File: src/hdl/blc_pkg.sv
// Shared types and codes for the bounded LIFO stack.
`default_nettype none
package blc_pkg;

	localparam int DATA_W = 32;
	localparam int POS_W  = 6;
	localparam int OCC_W  = 7;
	localparam int REQ_W  = 2;
	localparam int STAT_W = 2;

	// Stream widths: fields packed from bit 0, padded to whole bytes.
	localparam int S_TDATA_W = ((DATA_W + POS_W + 7) / 8) * 8;
	localparam int M_TDATA_W = ((DATA_W + OCC_W + 7) / 8) * 8;

	typedef logic signed [DATA_W-1:0] word_t;

	// Request kinds.
	localparam logic [REQ_W-1:0] REQ_PUSH = 2'd0;
	localparam logic [REQ_W-1:0] REQ_EDIT = 2'd1;
	localparam logic [REQ_W-1:0] REQ_POP  = 2'd2;
	localparam logic [REQ_W-1:0] REQ_SHOW = 2'd3;

	// Result status codes.
	localparam logic [STAT_W-1:0] STAT_OK     = 2'd0;
	localparam logic [STAT_W-1:0] STAT_FULL   = 2'd1;
	localparam logic [STAT_W-1:0] STAT_BADPOS = 2'd2;
	localparam logic [STAT_W-1:0] STAT_EMPTY  = 2'd3;

	// Command broadcast to every cell of the chain; at most one bit is set.
	typedef struct packed {
		logic push;   // shift toward the bottom, new word enters at the top cell
		logic pop;    // shift toward the top
		logic rot;    // shift toward the top, top word wraps to the tail cell
		logic edit;   // overwrite the addressed cell
	} cell_ctrl_t;

endpackage
`default_nettype wire

File: src/hdl/blc_cell.sv
// One storage cell of the stack chain.
`default_nettype none
module blc_cell #(
	parameter int IDX   = 0,
	parameter int IDX_W = 6
) (
	input  wire                  clk,
	input  blc_pkg::cell_ctrl_t  ctrl,
	input  wire [IDX_W-1:0]      tail_idx,
	input  wire [IDX_W-1:0]      edit_idx,
	input  blc_pkg::word_t       value,
	input  blc_pkg::word_t       from_above,
	input  blc_pkg::word_t       from_below,
	input  blc_pkg::word_t       wrap,
	output blc_pkg::word_t       word
);

	blc_pkg::word_t word_q;
	logic           is_tail;
	logic           is_hit;

	assign is_tail = (tail_idx == IDX_W'(IDX));
	assign is_hit  = (edit_idx == IDX_W'(IDX));

	always_ff @(posedge clk) begin
		if (ctrl.push) begin
			word_q <= from_above;
		end else if (ctrl.pop) begin
			word_q <= from_below;
		end else if (ctrl.rot) begin
			word_q <= is_tail ? wrap : from_below;
		end else if (ctrl.edit && is_hit) begin
			word_q <= value;
		end
	end

	assign word = word_q;

endmodule
`default_nettype wire

File: config.mk
export PLATFORM = sky130hd
export DESIGN_NAME = blc_cell
export DESIGN_NICKNAME = d
export VERILOG_FILES = /design/src/hdl/blc_pkg.sv /design/src/hdl/blc_cell.sv
export SDC_FILE = /design/constraint.sdc
export NUM_CORES = 1
export LEC_CHECK = 0
export BUFFER_PORTS_ARGS = -buffer_cell sky130_fd_sc_hd__buf_4
export CORE_MARGIN = 2
export CORE_UTILIZATION = 44
export CTS_CLUSTER_DIAMETER = 40
export DETAILED_ROUTE_END_ITERATION = 8
export PLACE_DENSITY = 0.88
export RECOVER_POWER = 50
export SYNTH_ARGS = -nofsm -noshare
export SYNTH_HDL_FRONTEND = slang
export SYNTH_SLANG_ARGS = --single-unit
export TNS_END_PERCENT = 20
File: constraint.sdc
create_clock -name clk -period 9.09 [get_ports clk]
set_input_delay 1.818 -clock clk [delete_from_list [all_inputs] [get_ports clk]]
set_output_delay 1.818 -clock clk [all_outputs]
set_load 0.005 [all_outputs]
==> results.md <==
- Routed Antenna Nets: 0
- Core area: 5172 sq um
- EDFF count, synth: 32
- WHS Path Cells: 3
- Cell area after layout: 3739 sq um
- Top post-synthesis cells by count: a21o_1 (32), a21oi_1 (32), edfxtp_1 (32), nand3_1 (32), nor2b_1 (32)
- TritonRoute pass-1 iters: 5
- Placement-stage cell area: 3711 sq um
- Die Height: 77.66 microns
- Die width: 77.66 microns
- Final period util: 39.45%
- Switching power: 0.0001093 W
- Clock power frac: 24.4%
- DRT Wirelength: roughly 8600 microns
- Critical Path AT: 3.60 ns
- Clock Path Buffers: 2
- Setup_tns: 0 ns
- Net Sw Frac: 26.11%
- Synth warn: 0
- WL/cell: around 18 microns
- Setup repair after global routing missed its margin: no
- Syn Std Cell Area: 2387 sq um
- Status: finished clean
- Vias per std cell: 5.862
- Cells after Synth: 263
- Largest net degree at the start of global routing: 66
- Placed wire-length estimate: about 6000 microns
- Num rows: 26
- Hold path startpoint: from_above[29]
- Worst Hold Path EP: word[29]
- Final std cells w/o fill: 493
- Fmax: 278.9 MHz
- VDD IR-drop max: 0.07332 mV
- Synth area leader: edfxtp_1
- Synthesis-stage register bit count: 32
- Total GRT Usage: 27.96%
- Post-synthesis cell type count: 23
- Die area: 6031 sq um
- Total congestion overflow: 0
- Worst Hold Class: in2reg
- Hold_buf cts: 0
- Static Leak: between 1.5 and 2 nW
- CTS tree: yes
- Seq/Total Area, Yosys: around two fifths
- CP max FO: 32
- CP Capture Type: register
- Initial antenna violation count: 0
- Share of layout cells above drive strength 1: 42.79%
- Ys async rst share: 0%
- Slew Limit Fails: 0
- CP Class: in2reg
- Synth top area cells: edfxtp_1 (40%), a221oi_1 (11%), a21o_1 (10%)
- Post-Syn Nets: 408
- Internal power: 0.0003093 W
- Power Density: roughly 110 nW/um^2
- # placed instances: 485
- Layout area overhead: 56.60%
- Final Hold Fails: 0
- Sink Count: 32
- Ports: 177
- Number of DRC markers in iteration 0: 257
- Mapped Avg Cell Area: 9.077 sq um
- First-pass GRT wire length: approximately 14000 microns
- Critical Path RT: 9.10 ns
- Worst Tran Pin Value: roughly 1.2 ns
- Port bufs: between 150 and 200
- Final hold slack: about 1.9 ns
- Initial Util: 46.15%
- Setup bufs post-CTS: 0
- Reg clk slew, reported paths: 0.06 ns
- Placer Congestion: 0.8285
- Max_slew headroom: 21.44%
- Overall Power: 0.0004185 W
- Diode count: 0
- Crit path time final: 3.586 ns
- Worst Setup Start Kind: input port
- Setup-failing EPs final: 0
- Clock root cell: clkbuf_8
- Post-CTS Resized: 0
- Layout net count: around 570
- Top_reg_cell synth: edfxtp_1
- Comb power frac: between 30% and 40%
- Vias in the first global route: 2759
- Post-synth top area share: between 40% and 50%
- CTS H-Tree Depth: 2
- Drc violations: 0
- Flip-flop count of the largest register after layout: 32
- Sequential power share: 44.8%
- Via count: 2890
- Max_cap viols: 0
- Num CTS Buffers: 5
## cell families (layout without fill, tap and decap cells)
kind of cell,count (synthesis),in the layout,share of synthesized area (%)
buf+inv,29,189,5.660
simple gates,73,73,18.24
flops,32,32,40.25
compound gates,129,129,35.85
## cells in the final DEF (no fill, tap or decap), types with 2 or more instances in the layout
| master | synthesis | layout |
|---|---|---|
| a21o_1 | 32 | 32 |
| a21oi_1 | 32 | 32 |
| a221oi_1 | 31 | 31 |
| buf_4 | 0 | 148 |
| clkbuf_1 | 20 | 15 |
| clkbuf_4 | 0 | 20 |
| clkbuf_8 | 0 | 5 |
| edfxtp_1 | 32 | 32 |
| nand3_1 | 32 | 32 |
| nor2_2 | 0 | 2 |
| nor2b_1 | 32 | 32 |
| o21ai_0 | 2 | 16 |
| o21ai_1 | 28 | 14 |
| o21ai_2 | 2 | 2 |
## worst max path at each step
stage / from / endpoint / slack, ns
CTS: edit_idx[2] / word[29] / 5.74
global placement: edit_idx[2] / word[15] / 5.48
global route: tail_idx[5] / word[15] / 5.38
finish: tail_idx[5] / word[13] / 5.50
floorplan: edit_idx[2] / word[0] / 2.77
detailed placement: edit_idx[2] / word[15] / 5.46
## area by class of cell
type / count / area [sq um]
Clock buffer: 7 / 76.32
Clock inverter: 1 / 3.754
Fill cell: 414 / 1434
Multi-Input combinational cell: 202 / 1300
Sequential cell: 32 / 960.9
Tap cell: 70 / 87.58
Timing Repair Buffer: 181 / 1310
## power groups by stage
stage | sequential (W) | combinational [W] | clock, W
floorplan | 0.000194 | 0.0000441 | 0
global placement | 0.000191 | 0.000133 | 0
detailed placement | 0.000191 | 0.000135 | 0
CTS | 0.000188 | 0.000135 | 0.000104
global route | 0.000189 | 0.000139 | 0.000109
finish | 0.000188 | 0.000129 | 0.000102
## layer usage
layer | global-route usage (%) | vias to the layer above | share of wire (%)
met5 | 0 | - | 0
met4 | 8.929 | 0 | 2.8
met3 | 5.814 | 24 | 8.9
met2 | 49.83 | 180 | 52
met1 | 33.48 | 1340 | 37
li1 | - | 1346 | -
## per-stage QoR
stage	utilization, %	setup WS, ns
3_5_place_dp	71.75	5.459
4_1_cts	73.29	5.743
6_report	72.28	5.504
3_3_place_gp	71.75	5.483
5_1_grt	72.28	5.380
2_1_floorplan	-	2.775
## worst max-delay path, stage by stage
cell and delay, ns:
clkbuf_1 0.11, or4_1 1.06, o21ai_0 0.39, a21o_1 0.15
a21oi_1 0.06
Power figures use the tool's default switching activity.
